===== src/sv/sdsl_pkg.sv =====
`timescale 1ns / 1ps
// sdsl_pkg: shared constants, register indexes and the pixel word type
// for the symmetric double-step line rasterizer; no dependencies

package sdsl_pkg;

    // coordinate width default, handed down from the top level
    localparam int COORD_BITS_DEFAULT = 12;

    // fixed port widths
    localparam int PIX_BITS       = 12;
    localparam int ADDR_BITS      = 24;
    localparam int COLOUR_BITS    = 32;
    localparam int WIDTH_BITS     = 13;
    localparam int CFG_INDEX_BITS = 1;
    localparam int CFG_DATA_BITS  = 32;

    // item modes
    localparam logic MODE_START = 1'b0;
    localparam logic MODE_STEP  = 1'b1;

    // configuration register indexes
    localparam logic [CFG_INDEX_BITS-1:0] CFG_FRAME_WIDTH = 1'd0;
    localparam logic [CFG_INDEX_BITS-1:0] CFG_DRAW_COLOUR = 1'd1;

    localparam logic [WIDTH_BITS-1:0]  FRAME_WIDTH_RESET = 13'd320;
    localparam logic [COLOUR_BITS-1:0] DRAW_COLOUR_RESET = 32'd0;

    // pixels produced by one item, held in the front burst register
    localparam int BURST_MAX      = 4;
    localparam int BURST_CNT_BITS = 3;

    // pixel queue between front and back
    localparam int QUEUE_DEPTH = 4;
    localparam int QPTR_BITS   = 2;
    localparam int QCNT_BITS   = 3;

    // one pixel on its way to the back part
    typedef struct packed {
        logic [PIX_BITS-1:0] x;
        logic [PIX_BITS-1:0] y;
        logic                last;
        logic                done;
    } pix_t;

endpackage


===== src/sv/sdsl_if.sv =====
`timescale 1ns / 1ps
// sdsl channel interfaces: item input, pixel output and configuration write
// depends on sdsl_pkg

interface sdsl_item_if
    import sdsl_pkg::*;
    ();
    logic                valid;
    logic                ready;
    logic                mode;
    logic [PIX_BITS-1:0] x_start;
    logic [PIX_BITS-1:0] y_start;
    logic [PIX_BITS-1:0] x_end;
    logic [PIX_BITS-1:0] y_end;

    modport source (output valid, mode, x_start, y_start, x_end, y_end, input ready);
    modport sink (input valid, mode, x_start, y_start, x_end, y_end, output ready);
endinterface

interface sdsl_pixel_if
    import sdsl_pkg::*;
    ();
    logic                   valid;
    logic                   ready;
    logic [PIX_BITS-1:0]    pixel_x;
    logic [PIX_BITS-1:0]    pixel_y;
    logic [ADDR_BITS-1:0]   pixel_address;
    logic [COLOUR_BITS-1:0] pixel_colour;
    logic                   last_of_run;
    logic                   line_done;

    modport source (output valid, pixel_x, pixel_y, pixel_address, pixel_colour,
                    last_of_run, line_done, input ready);
    modport sink (input valid, pixel_x, pixel_y, pixel_address, pixel_colour,
                  last_of_run, line_done, output ready);
endinterface

interface sdsl_cfg_if
    import sdsl_pkg::*;
    ();
    logic                      valid;
    logic                      ready;
    logic [CFG_INDEX_BITS-1:0] index;
    logic [CFG_DATA_BITS-1:0]  data;

    modport source (output valid, index, data, input ready);
    modport sink (input valid, index, data, output ready);
endinterface


===== src/sv/sdsl_front.sv =====
`timescale 1ns / 1ps
// sdsl_front: accepts items, keeps the line state and works out the pixels
// of each item into a burst register that drains into the queue; uses sdsl_pkg

module sdsl_front
    import sdsl_pkg::*;
#(
    parameter int COORD_BITS = COORD_BITS_DEFAULT
)
(
    input  logic       clk,
    input  logic       rst_n,
    sdsl_item_if.sink  item,
    output pix_t       push_pix,
    output logic       push_valid,
    input  logic       push_ready
);

    localparam int CB = COORD_BITS;
    localparam int DW = COORD_BITS + 4;
    localparam int PW = COORD_BITS - 2;

    // line state
    logic [CB-1:0]        fwd_major_reg, fwd_minor_reg, back_major_reg, back_minor_reg;
    logic [CB-1:0]        fwd_major_next, fwd_minor_next, back_major_next, back_minor_next;
    logic signed [DW-1:0] decision_reg, incr_one_reg, incr_two_reg, bound_reg;
    logic signed [DW-1:0] decision_next, incr_one_next, incr_two_next, bound_next;
    logic                 minor_neg_reg, swapped_reg, steep_reg, active_reg;
    logic                 minor_neg_next, swapped_next, steep_next, active_next;
    logic [PW-1:0]        passes_reg, passes_next;
    logic [1:0]           leftover_reg, leftover_next;

    // burst of pixels waiting for the queue
    pix_t                      burst_reg [BURST_MAX];
    logic [BURST_CNT_BITS-1:0] burst_cnt_reg;
    pix_t                      new_pix [BURST_MAX];
    logic [BURST_CNT_BITS-1:0] new_cnt;
    logic                      item_fire;

    // start item decode
    logic [CB-1:0]        a1, b1, a2, b2;
    logic signed [CB:0]   ddx, ddy;
    logic [CB-1:0]        adx, ady, mdx, mdy;
    logic                 s_swap, s_neg;
    logic [CB-1:0]        ma1, mb1, ma2, mb2;
    logic [CB-1:0]        s_fm, s_fn, s_bm, s_bn;
    logic [CB-1:0]        dx_m1;
    logic signed [DW-1:0] dx_s, dy_s, s_incr_two, s_bound, s_incr_one, s_decision;
    logic                 s_steep, s_active;

    // step item decode
    logic                 pat_one, pat_four, pat_two, first_moves, second_moves, back_moves;
    logic [CB-1:0]        f1m, f1n, f2m, f2n, b1m, b1n, b2m, b2n, lb1n;
    logic                 pass_done;

    function automatic pix_t to_pix(input logic [CB-1:0] major, input logic [CB-1:0] minor,
                                    input logic swp, input logic last, input logic done);
        pix_t p;
        p.x    = swp ? PIX_BITS'(minor) : PIX_BITS'(major);
        p.y    = swp ? PIX_BITS'(major) : PIX_BITS'(minor);
        p.last = last;
        p.done = done;
        return p;
    endfunction

    function automatic logic [CB-1:0] minor_fwd(input logic [CB-1:0] v, input logic neg);
        return neg ? v - 1'b1 : v + 1'b1;
    endfunction

    function automatic logic [CB-1:0] minor_back(input logic [CB-1:0] v, input logic neg);
        return neg ? v + 1'b1 : v - 1'b1;
    endfunction

    // endpoints, deltas, axis choice and ordering
    always_comb
    begin
        a1  = CB'(item.x_start);
        b1  = CB'(item.y_start);
        a2  = CB'(item.x_end);
        b2  = CB'(item.y_end);
        ddx = $signed({1'b0, a2}) - $signed({1'b0, a1});
        ddy = $signed({1'b0, b2}) - $signed({1'b0, b1});
        adx = ddx[CB] ? CB'(-ddx) : ddx[CB-1:0];
        ady = ddy[CB] ? CB'(-ddy) : ddy[CB-1:0];
        s_neg  = ddx[CB] != ddy[CB];
        s_swap = ady > adx;
        ma1 = s_swap ? b1 : a1;
        mb1 = s_swap ? a1 : b1;
        ma2 = s_swap ? b2 : a2;
        mb2 = s_swap ? a2 : b2;
        mdx = s_swap ? ady : adx;
        mdy = s_swap ? adx : ady;
        if (ma1 > ma2)
        begin
            s_fm = ma2;
            s_fn = mb2;
            s_bm = ma1;
            s_bn = mb1;
        end
        else
        begin
            s_fm = ma1;
            s_fn = mb1;
            s_bm = ma2;
            s_bn = mb2;
        end
        dx_m1      = mdx - 1'b1;
        dx_s       = $signed(DW'(mdx));
        dy_s       = $signed(DW'(mdy));
        s_incr_two = (dy_s <<< 2) - (dx_s <<< 1);
        s_steep    = !s_incr_two[DW-1];
        s_bound    = s_steep ? ((dy_s - dx_s) <<< 1) : (dy_s <<< 1);
        s_incr_one = s_bound <<< 1;
        s_decision = s_steep ? (s_incr_one + dx_s) : (s_incr_one - dx_s);
        s_active   = (dx_m1[CB-1:2] != '0) || (dx_m1[1:0] != 2'd0);
    end

    // pattern choice and cursor moves of one pass
    always_comb
    begin
        pat_one      = !steep_reg && decision_reg[DW-1];
        pat_four     = steep_reg && !decision_reg[DW-1] && (decision_reg != '0);
        pat_two      = !pat_one && !pat_four && (decision_reg < bound_reg);
        first_moves  = !pat_one && !pat_two;
        second_moves = pat_two || pat_four;
        back_moves   = pat_four || (first_moves && !pat_four
                                    && (!steep_reg || decision_reg > bound_reg));
        f1m  = fwd_major_reg + 1'b1;
        f1n  = first_moves ? minor_fwd(fwd_minor_reg, minor_neg_reg) : fwd_minor_reg;
        f2m  = fwd_major_reg + CB'(2);
        f2n  = second_moves ? minor_fwd(f1n, minor_neg_reg) : f1n;
        b1m  = back_major_reg - 1'b1;
        b1n  = first_moves ? minor_back(back_minor_reg, minor_neg_reg) : back_minor_reg;
        b2m  = back_major_reg - CB'(2);
        b2n  = second_moves ? minor_back(b1n, minor_neg_reg) : b1n;
        lb1n = back_moves ? minor_back(back_minor_reg, minor_neg_reg) : back_minor_reg;
        pass_done = (passes_reg == PW'(1)) && (leftover_reg == 2'd0);
    end

    // next line state and the pixels of the item
    always_comb
    begin
        fwd_major_next  = fwd_major_reg;
        fwd_minor_next  = fwd_minor_reg;
        back_major_next = back_major_reg;
        back_minor_next = back_minor_reg;
        decision_next   = decision_reg;
        incr_one_next   = incr_one_reg;
        incr_two_next   = incr_two_reg;
        bound_next      = bound_reg;
        minor_neg_next  = minor_neg_reg;
        swapped_next    = swapped_reg;
        steep_next      = steep_reg;
        passes_next     = passes_reg;
        leftover_next   = leftover_reg;
        active_next     = active_reg;
        new_cnt         = '0;
        for (int i = 0; i < BURST_MAX; i++)
        begin
            new_pix[i] = '0;
        end
        if (item.mode == MODE_START)
        begin
            fwd_major_next  = s_fm;
            fwd_minor_next  = s_fn;
            back_major_next = s_bm;
            back_minor_next = s_bn;
            minor_neg_next  = s_neg;
            swapped_next    = s_swap;
            if (mdx == '0)
            begin
                // zero-length line: one pixel and back to idle
                active_next   = 1'b0;
                passes_next   = '0;
                leftover_next = 2'd0;
                new_pix[0]    = to_pix(s_fm, s_fn, s_swap, 1'b1, 1'b1);
                new_cnt       = BURST_CNT_BITS'(1);
            end
            else
            begin
                passes_next   = dx_m1[CB-1:2];
                leftover_next = dx_m1[1:0];
                incr_two_next = s_incr_two;
                steep_next    = s_steep;
                bound_next    = s_bound;
                incr_one_next = s_incr_one;
                decision_next = s_decision;
                active_next   = s_active;
                new_pix[0]    = to_pix(s_fm, s_fn, s_swap, 1'b0, 1'b0);
                new_pix[1]    = to_pix(s_bm, s_bn, s_swap, 1'b1, !s_active);
                new_cnt       = BURST_CNT_BITS'(2);
            end
        end
        else if (active_reg)
        begin
            if (passes_reg != '0)
            begin
                fwd_major_next  = f2m;
                fwd_minor_next  = f2n;
                back_major_next = b2m;
                back_minor_next = b2n;
                decision_next   = decision_reg
                                  + ((pat_one || pat_four) ? incr_one_reg : incr_two_reg);
                passes_next     = passes_reg - 1'b1;
                active_next     = !pass_done;
                new_pix[0]      = to_pix(f1m, f1n, swapped_reg, 1'b0, 1'b0);
                new_pix[1]      = to_pix(f2m, f2n, swapped_reg, 1'b0, 1'b0);
                new_pix[2]      = to_pix(b1m, b1n, swapped_reg, 1'b0, 1'b0);
                new_pix[3]      = to_pix(b2m, b2n, swapped_reg, 1'b1, pass_done);
                new_cnt         = BURST_CNT_BITS'(4);
            end
            else if (leftover_reg != 2'd0)
            begin
                // tail of one to three pixels
                fwd_major_next = (leftover_reg == 2'd1) ? f1m : f2m;
                fwd_minor_next = (leftover_reg == 2'd1) ? f1n : f2n;
                if (leftover_reg == 2'd3)
                begin
                    back_major_next = b1m;
                    back_minor_next = lb1n;
                end
                leftover_next = 2'd0;
                active_next   = 1'b0;
                new_pix[0]    = to_pix(f1m, f1n, swapped_reg,
                                       leftover_reg == 2'd1, leftover_reg == 2'd1);
                new_pix[1]    = to_pix(f2m, f2n, swapped_reg,
                                       leftover_reg == 2'd2, leftover_reg == 2'd2);
                new_pix[2]    = to_pix(b1m, lb1n, swapped_reg, 1'b1, 1'b1);
                new_cnt       = BURST_CNT_BITS'(leftover_reg);
            end
            else
            begin
                active_next = 1'b0;
            end
        end
    end

    assign push_valid = burst_cnt_reg != '0;
    assign push_pix   = burst_reg[0];
    assign item.ready = (burst_cnt_reg == '0)
                        || ((burst_cnt_reg == BURST_CNT_BITS'(1)) && push_ready);
    assign item_fire  = item.valid && item.ready;

    always_ff @(posedge clk or negedge rst_n)
    begin
        if (!rst_n)
        begin
            fwd_major_reg  <= '0;
            fwd_minor_reg  <= '0;
            back_major_reg <= '0;
            back_minor_reg <= '0;
            decision_reg   <= '0;
            incr_one_reg   <= '0;
            incr_two_reg   <= '0;
            bound_reg      <= '0;
            minor_neg_reg  <= 1'b0;
            swapped_reg    <= 1'b0;
            steep_reg      <= 1'b0;
            passes_reg     <= '0;
            leftover_reg   <= 2'd0;
            active_reg     <= 1'b0;
        end
        else if (item_fire)
        begin
            fwd_major_reg  <= fwd_major_next;
            fwd_minor_reg  <= fwd_minor_next;
            back_major_reg <= back_major_next;
            back_minor_reg <= back_minor_next;
            decision_reg   <= decision_next;
            incr_one_reg   <= incr_one_next;
            incr_two_reg   <= incr_two_next;
            bound_reg      <= bound_next;
            minor_neg_reg  <= minor_neg_next;
            swapped_reg    <= swapped_next;
            steep_reg      <= steep_next;
            passes_reg     <= passes_next;
            leftover_reg   <= leftover_next;
            active_reg     <= active_next;
        end
    end

    // burst count: loaded on accept, counts down as pixels enter the queue
    always_ff @(posedge clk or negedge rst_n)
    begin
        if (!rst_n)
        begin
            burst_cnt_reg <= '0;
        end
        else if (item_fire)
        begin
            burst_cnt_reg <= new_cnt;
        end
        else if (push_valid && push_ready)
        begin
            burst_cnt_reg <= burst_cnt_reg - 1'b1;
        end
    end

    always_ff @(posedge clk)
    begin
        if (item_fire)
        begin
            for (int i = 0; i < BURST_MAX; i++)
            begin
                burst_reg[i] <= new_pix[i];
            end
        end
        else if (push_valid && push_ready)
        begin
            for (int i = 0; i < BURST_MAX - 1; i++)
            begin
                burst_reg[i] <= burst_reg[i+1];
            end
        end
    end

    // an idle line has no passes or tail left over
    assert property (@(posedge clk) disable iff (!rst_n)
        !active_reg |-> (passes_reg == '0 && leftover_reg == 2'd0))
        else $error("idle line with work left");

    assert property (@(posedge clk) disable iff (!rst_n)
        burst_cnt_reg <= BURST_CNT_BITS'(BURST_MAX))
        else $error("burst count out of range");

endmodule


===== src/sv/sdsl_queue.sv =====
`timescale 1ns / 1ps
// sdsl_queue: short pixel queue between the front and back parts
// uses sdsl_pkg

module sdsl_queue
    import sdsl_pkg::*;
(
    input  logic clk,
    input  logic rst_n,
    input  pix_t push_pix,
    input  logic push_valid,
    output logic push_ready,
    output pix_t pop_pix,
    output logic pop_valid,
    input  logic pop_ready
);

    pix_t                 mem_reg [QUEUE_DEPTH];
    logic [QPTR_BITS-1:0] wr_ptr_reg, rd_ptr_reg;
    logic [QCNT_BITS-1:0] cnt_reg;
    logic                 push_fire, pop_fire;

    assign push_ready = cnt_reg != QCNT_BITS'(QUEUE_DEPTH);
    assign pop_valid  = cnt_reg != '0;
    assign pop_pix    = mem_reg[rd_ptr_reg];
    assign push_fire  = push_valid && push_ready;
    assign pop_fire   = pop_valid && pop_ready;

    always_ff @(posedge clk or negedge rst_n)
    begin
        if (!rst_n)
        begin
            wr_ptr_reg <= '0;
            rd_ptr_reg <= '0;
            cnt_reg    <= '0;
        end
        else
        begin
            if (push_fire)
            begin
                wr_ptr_reg <= wr_ptr_reg + 1'b1;
            end
            if (pop_fire)
            begin
                rd_ptr_reg <= rd_ptr_reg + 1'b1;
            end
            if (push_fire && !pop_fire)
            begin
                cnt_reg <= cnt_reg + 1'b1;
            end
            else if (pop_fire && !push_fire)
            begin
                cnt_reg <= cnt_reg - 1'b1;
            end
        end
    end

    always_ff @(posedge clk)
    begin
        if (push_fire)
        begin
            mem_reg[wr_ptr_reg] <= push_pix;
        end
    end

    // fill level tracks the pointer distance
    assert property (@(posedge clk) disable iff (!rst_n)
        (cnt_reg != QCNT_BITS'(QUEUE_DEPTH)) |-> (QPTR_BITS'(wr_ptr_reg - rd_ptr_reg)
                                                  == QPTR_BITS'(cnt_reg)))
        else $error("queue count and pointers disagree");

endmodule


===== src/sv/sdsl_back.sv =====
`timescale 1ns / 1ps
// sdsl_back: takes pixels from the queue, forms the frame address and colour
// and holds the result word in the output register; uses sdsl_pkg

module sdsl_back
    import sdsl_pkg::*;
(
    input  logic                   clk,
    input  logic                   rst_n,
    input  pix_t                   pop_pix,
    input  logic                   pop_valid,
    output logic                   pop_ready,
    input  logic [WIDTH_BITS-1:0]  frame_width,
    input  logic [COLOUR_BITS-1:0] draw_colour,
    sdsl_pixel_if.source           pixel
);

    logic                             out_valid_reg;
    logic [PIX_BITS-1:0]              x_reg, y_reg;
    logic [ADDR_BITS-1:0]             addr_reg, addr_next;
    logic [COLOUR_BITS-1:0]           colour_reg;
    logic                             last_reg, done_reg;
    logic [PIX_BITS+WIDTH_BITS-1:0]   row_base;
    logic                             pop_fire;

    assign pop_ready = !out_valid_reg || pixel.ready;
    assign pop_fire  = pop_valid && pop_ready;
    assign row_base  = pop_pix.y * frame_width;
    assign addr_next = ADDR_BITS'(row_base) + ADDR_BITS'(pop_pix.x);

    always_ff @(posedge clk or negedge rst_n)
    begin
        if (!rst_n)
        begin
            out_valid_reg <= 1'b0;
        end
        else if (pop_ready)
        begin
            out_valid_reg <= pop_valid;
        end
    end

    always_ff @(posedge clk)
    begin
        if (pop_fire)
        begin
            x_reg      <= pop_pix.x;
            y_reg      <= pop_pix.y;
            addr_reg   <= addr_next;
            colour_reg <= draw_colour;
            last_reg   <= pop_pix.last;
            done_reg   <= pop_pix.done;
        end
    end

    assign pixel.valid         = out_valid_reg;
    assign pixel.pixel_x       = x_reg;
    assign pixel.pixel_y       = y_reg;
    assign pixel.pixel_address = addr_reg;
    assign pixel.pixel_colour  = colour_reg;
    assign pixel.last_of_run   = last_reg;
    assign pixel.line_done     = done_reg;

    // a pending word leaves only when taken
    assert property (@(posedge clk) disable iff (!rst_n)
        (out_valid_reg && !pixel.ready && !pop_valid) |=> out_valid_reg)
        else $error("pending pixel dropped");

endmodule


===== src/sv/symmetric_double_step_line_core.sv =====
`timescale 1ns / 1ps
// symmetric_double_step_line_core: top level of the double-step line rasterizer
// depends on sdsl_pkg, sdsl_if, sdsl_front, sdsl_queue, sdsl_back
//
//  channel   dir   handshake     word
//  item      in    valid/ready   mode, x_start, y_start, x_end, y_end
//  pixel     out   valid/ready   pixel_x, pixel_y, pixel_address, pixel_colour,
//                                last_of_run, line_done
//  cfg       in    valid/ready   index, data (0 frame_width, 1 draw_colour)
//
// a start item gives 1 or 2 pixels, a step item up to 4; the front holds the
// next item until its burst register has drained into the queue
// sustained rate is one pixel per cycle, set by the single-pixel output register,
// while items keep coming and the pixel receiver does not stall
// the first pixel of an item goes from the burst register through the queue into the output register
// rst_n clears the line state to idle and the registers to width 320, colour 0
// an output stall backs up through the queue into the front burst register

module symmetric_double_step_line_core
    import sdsl_pkg::*;
#(
    parameter int COORD_BITS = COORD_BITS_DEFAULT
)
(
    input  logic         clk,
    input  logic         rst_n,
    sdsl_item_if.sink    item,
    sdsl_pixel_if.source pixel,
    sdsl_cfg_if.sink     cfg
);

    // configuration registers; the user must write them only while the block is idle, the block does not enforce it
    logic [WIDTH_BITS-1:0]  frame_width_reg;
    logic [COLOUR_BITS-1:0] draw_colour_reg;

    // front to queue
    pix_t push_pix;
    logic push_valid, push_ready;

    // queue to back
    pix_t pop_pix;
    logic pop_valid, pop_ready;

    // the configuration port never stalls
    assign cfg.ready = 1'b1;

    always_ff @(posedge clk or negedge rst_n)
    begin
        if (!rst_n)
        begin
            frame_width_reg <= FRAME_WIDTH_RESET;
            draw_colour_reg <= DRAW_COLOUR_RESET;
        end
        else if (cfg.valid)
        begin
            case (cfg.index)
                CFG_FRAME_WIDTH: frame_width_reg <= WIDTH_BITS'(cfg.data);
                CFG_DRAW_COLOUR: draw_colour_reg <= cfg.data;
                default:         ;
            endcase
        end
    end

    // front: decode the item, step the cursors, build the pixel burst
    sdsl_front #(
        .COORD_BITS (COORD_BITS)
    ) u_front (
        .clk        (clk),
        .rst_n      (rst_n),
        .item       (item),
        .push_pix   (push_pix),
        .push_valid (push_valid),
        .push_ready (push_ready)
    );

    // queue: lets the front run ahead of a stalled output
    sdsl_queue u_queue (
        .clk        (clk),
        .rst_n      (rst_n),
        .push_pix   (push_pix),
        .push_valid (push_valid),
        .push_ready (push_ready),
        .pop_pix    (pop_pix),
        .pop_valid  (pop_valid),
        .pop_ready  (pop_ready)
    );

    // back: frame address, colour and output register
    sdsl_back u_back (
        .clk         (clk),
        .rst_n       (rst_n),
        .pop_pix     (pop_pix),
        .pop_valid   (pop_valid),
        .pop_ready   (pop_ready),
        .frame_width (frame_width_reg),
        .draw_colour (draw_colour_reg),
        .pixel       (pixel)
    );

endmodule


===== src/flat_wrapper.sv =====
// flat-port wrapper written by rule: the top's interface ports become plain ports
module symmetric_double_step_line_core_flat import sdsl_pkg::*;
#(
    parameter int COORD_BITS = COORD_BITS_DEFAULT
)
  (clk, rst_n, item_valid, item_mode, item_x_start, item_y_start, item_x_end, item_y_end, item_ready, pixel_valid, pixel_pixel_x, pixel_pixel_y, pixel_pixel_address, pixel_pixel_colour, pixel_last_of_run, pixel_line_done, pixel_ready, cfg_valid, cfg_index, cfg_data, cfg_ready);
  sdsl_item_if item_i ();
  sdsl_pixel_if pixel_i ();
  sdsl_cfg_if cfg_i ();
  input  logic clk;
  input  logic rst_n;
  input wire logic [$bits(item_i.valid)-1:0] item_valid;
  input wire logic [$bits(item_i.mode)-1:0] item_mode;
  input wire logic [$bits(item_i.x_start)-1:0] item_x_start;
  input wire logic [$bits(item_i.y_start)-1:0] item_y_start;
  input wire logic [$bits(item_i.x_end)-1:0] item_x_end;
  input wire logic [$bits(item_i.y_end)-1:0] item_y_end;
  output wire logic [$bits(item_i.ready)-1:0] item_ready;
  output wire logic [$bits(pixel_i.valid)-1:0] pixel_valid;
  output wire logic [$bits(pixel_i.pixel_x)-1:0] pixel_pixel_x;
  output wire logic [$bits(pixel_i.pixel_y)-1:0] pixel_pixel_y;
  output wire logic [$bits(pixel_i.pixel_address)-1:0] pixel_pixel_address;
  output wire logic [$bits(pixel_i.pixel_colour)-1:0] pixel_pixel_colour;
  output wire logic [$bits(pixel_i.last_of_run)-1:0] pixel_last_of_run;
  output wire logic [$bits(pixel_i.line_done)-1:0] pixel_line_done;
  input wire logic [$bits(pixel_i.ready)-1:0] pixel_ready;
  input wire logic [$bits(cfg_i.valid)-1:0] cfg_valid;
  input wire logic [$bits(cfg_i.index)-1:0] cfg_index;
  input wire logic [$bits(cfg_i.data)-1:0] cfg_data;
  output wire logic [$bits(cfg_i.ready)-1:0] cfg_ready;
  assign item_i.valid = item_valid;
  assign item_i.mode = item_mode;
  assign item_i.x_start = item_x_start;
  assign item_i.y_start = item_y_start;
  assign item_i.x_end = item_x_end;
  assign item_i.y_end = item_y_end;
  assign item_ready = item_i.ready;
  assign pixel_valid = pixel_i.valid;
  assign pixel_pixel_x = pixel_i.pixel_x;
  assign pixel_pixel_y = pixel_i.pixel_y;
  assign pixel_pixel_address = pixel_i.pixel_address;
  assign pixel_pixel_colour = pixel_i.pixel_colour;
  assign pixel_last_of_run = pixel_i.last_of_run;
  assign pixel_line_done = pixel_i.line_done;
  assign pixel_i.ready = pixel_ready;
  assign cfg_i.valid = cfg_valid;
  assign cfg_i.index = cfg_index;
  assign cfg_i.data = cfg_data;
  assign cfg_ready = cfg_i.ready;
  symmetric_double_step_line_core #(.COORD_BITS(COORD_BITS)) u_core (.clk(clk), .rst_n(rst_n), .item(item_i), .pixel(pixel_i), .cfg(cfg_i));
endmodule

===== config.mk =====
export PLATFORM = sky130hd
export DESIGN_NAME = symmetric_double_step_line_core_flat
export DESIGN_NICKNAME = d
export VERILOG_FILES = /design/src/sv/sdsl_pkg.sv /design/src/sv/sdsl_if.sv /design/src/sv/sdsl_front.sv /design/src/sv/sdsl_queue.sv /design/src/sv/sdsl_back.sv /design/src/sv/symmetric_double_step_line_core.sv /design/src/flat_wrapper.sv
export SDC_FILE = /design/constraint.sdc
export NUM_CORES = 2
export LEC_CHECK = 0
export CAP_MARGIN = 15
export CELL_PAD_IN_SITES_DETAIL_PLACEMENT = 1
export CELL_PAD_IN_SITES_GLOBAL_PLACEMENT = 2
export CORE_MARGIN = 3
export CORE_UTILIZATION = 39
export CTS_CLUSTER_SIZE = 8
export DETAILED_ROUTE_END_ITERATION = 12
export DONT_BUFFER_PORTS = 1
export PLACE_DENSITY = 0.83
export SYNTH_ARGS = -nofsm -noshare
export SYNTH_HDL_FRONTEND = slang
export SYNTH_HIERARCHICAL = 1
export SYNTH_SLANG_ARGS = --single-unit

===== constraint.sdc =====
create_clock -name clk -period 15.8 [get_ports clk]
set_input_delay 0 -clock clk [delete_from_list [all_inputs] [get_ports clk]]
set_output_delay 0 -clock clk [all_outputs]
set_load 0.05 [all_outputs]

==> reports/summary.txt <==
Status -> finished with violations
Failing checks -> negative hold slack
H-tree Lvls -> 3
Clk_lat worst skew -> 0.63 ns
Post-Synthesis Cells -> 3,736
Antenna Violating Nets Remaining -> 0
WP data arrival -> 10.89 ns
Layout Utilization -> 44.2%
Flop2flop setup slack -> 8.91 ns
CP Class -> input pin to register
FF-to-FF path depth -> 27
Commonest non-fill, non-tap cells in the layout -> nand2_1, inv_1, edfxtp_1
CP max FO -> 40
Final hold viol count -> 3
WL per Instance -> 24.3 microns
Via-to-Cell Ratio -> 5.77
Minimum clock period -> 10.42 ns
Setup violators final -> 0
RSZ-0062 raised after global routing -> false
Die width -> 309 microns
DP HPWL -> 88.4 mm
R2R Path End -> u_core/u_front/burst_reg[1][12]$_DFFE_PP_
Tcrit/Tclk final -> 65.9%
Clk sinks -> 453
Worst path slowest cell -> o311ai_0
Nets@finish -> 4,216
Die area -> 95,500 sq um
RD Place Congestion -> 0.927
First-pass GRT wire length -> 184 mm
Top_reg_cell synth -> edfxtp_1
Post-CTS Setup Bufs -> 0
Maxcap violations -> 0
Hold Slack -> -0.0299 ns
Post-CTS Hold Fix Bufs -> 110
Post-Synthesis Cell Area -> 35,800 sq um
Most common cell after layout, fill and taps aside -> nand2_1
Flops & latches, synth -> 453
GRT Resource Usage Total -> 25.1%
Post-CTS sizing -> 0
Critical Path Start Type -> input pin
Worst path required time -> 16.28 ns
Largest net degree at the start of global routing -> 164
Drt first pass iters -> 9
Post-Route WL -> 121 mm
Critical R2R Launch -> u_core/u_front/decision_reg[9]$_DFFE_PN0P_
CP endpoint kind -> register
# IOs -> 172
DR vias -> 28,800
Syn Nets -> 4,181
Clock root buffer -> clkbuf_16
GR Overflow Total -> 0
Initial Util -> 39.6%
Clk buf depth -> 3
PortBufs -> 0
Number of flops mapped to enable cells by yosys -> 290
Mapped Avg Cell Area -> 9.59 sq um
Count of pins over their slew limit -> 0
YS warnings -> 6
CP peak stage delay -> 0.85 ns
Part of the Yosys area used for sequential elements -> 35.7%
Crit path top cell by count -> inv_1
Ys async rst share -> 36.0%
Drt initial violations -> 2,148
Clk slew on worst S/H paths -> 0.05 ns
Fillers -> 10,200
Vias in the first global route -> 29,800
Core Region -> 90,600 sq um
Cts bufs inserted -> 67
# rows -> 110
Fmax -> 96.0 MHz
Clock skew -> 0.0445 ns
Max_slew headroom -> 22.8%
Worst hold path type -> input pin to async pin
Drt drc -> 0
TritonCTS clock tree -> built
Initial antenna violation count -> 3
Total Neg Setup Slack -> 0 ns
Area Growth Syn to Fin -> 11.8%
Die Ht -> 309 microns
Slew at the pin closest to its max-slew limit -> 1.16 ns
Library cells used by synthesis -> 108
Ratio of cells with drive above 1 in the final layout -> 6.58%
-- cell usage after synthesis (45+ instances only) --
library cell  count  share of area (%)
a211oi_1         55                1.2
a21o_1           51                1.1
a21oi_1         251                3.5
and2_1          109                1.9
clkbuf_1        132                1.4
dfrtp_1         161                 11
edfxtp_1        290                 24
fa_1            129                7.2
ha_1            229                8.0
inv_1           325                3.4
mux2_2           45                1.4
mux2i_1         144                4.0
nand2_1         385                4.0
nand3_1          61               0.85
nor2_1          277                2.9
o21ai_0         194                2.7
xnor2_1         143                3.5
xor2_1           61                1.5
-- how the worst max path moves through the flow --
stage | startpoint | end | slack [ns] | cells after the start
final | item_x_end[0] | u_core/u_front/decision_reg[15]$_DFFE_PN0P_ | 5.38 | 41
after global routing | item_x_end[0] | u_core/u_front/decision_reg[15]$_DFFE_PN0P_ | 4.54 | 41
after CTS | item_x_end[0] | u_core/u_front/decision_reg[15]$_DFFE_PN0P_ | 5.57 | 41
after detailed placement | item_x_end[0] | u_core/u_front/decision_reg[13]$_DFFE_PN0P_ | 4.95 | 41
after global placement | item_x_end[0] | u_core/u_front/decision_reg[15]$_DFFE_PN0P_ | 5.28 | 41
after floorplan | item_y_end[0] | u_core/u_front/decision_reg[15]$_DFFE_PN0P_ | 6.52 | 47
-- critical path: cells and delay by family --
family	cells	cell delay [ns]
AOI/OAI and AO/OA	19	5.82
xor gates and xnor gates	1	0.56
adders and majority gates	6	2.17
buffers and inverters	6	1.12
and+or+nand+nor	9	1.17
-- cells by family (layout without fill, tap and decap cells) --
kind of cell,Yosys count,count (layout),synth area share [%]
other,1,2,0.0105
and+or+nand+nor,1045,1045,13.5
xor gates and xnor gates,204,204,4.99
AOI/OAI and AO/OA,904,904,16.5
DFF,453,453,35.7
muxes,247,247,8.17
buffers and inverters,517,595,5.74
adders and majority gates,365,365,15.4
-- stage by stage --
step                      hold WS, ns  std cells  cell area, sq um  setup WS [ns]
after floorplan                -0.296       3736             35800           6.52
final                         -0.0299       4991             40000           5.38
after global placement         -0.283       4767             36900           5.28
after global routing           0.0307       4990             40000           4.54
after detailed placement       -0.281       4767             36900           4.95
after CTS                     0.00124       4989             40000           5.57
-- area by class of cell --
| class | count | area, sq um | share of cell area, % |
|---|---|---|---|
| repair buffers | 150 | 1460 | 3.64 |
| multi-input cells | 2766 | 21000 | 52.6 |
| inverters | 333 | 1250 | 3.12 |
| well taps | 1176 | 1470 | 3.68 |
| clock inverters | 7 | 165 | 0.413 |
| flip-flops and latches | 453 | 12800 | 32.0 |
| diodes | 1 | 2.50 | 0.00625 |
| clock buffers | 105 | 1850 | 4.62 |
-- routing by layer --
layer / vias to the layer above / global-route usage (%) / wire length [microns]
met5: - / 0 / 13
met4: 2 / 6.07 / 2830
met1: 14400 / 34.3 / 54300
met3: 169 / 4.13 / 7380
li1: 13300 / - / -
met2: 889 / 41.6 / 56500
Power is left out: the tool's default activity adds up to more than one toggle a clock period on the data nets, which glitch-free logic cannot reach.
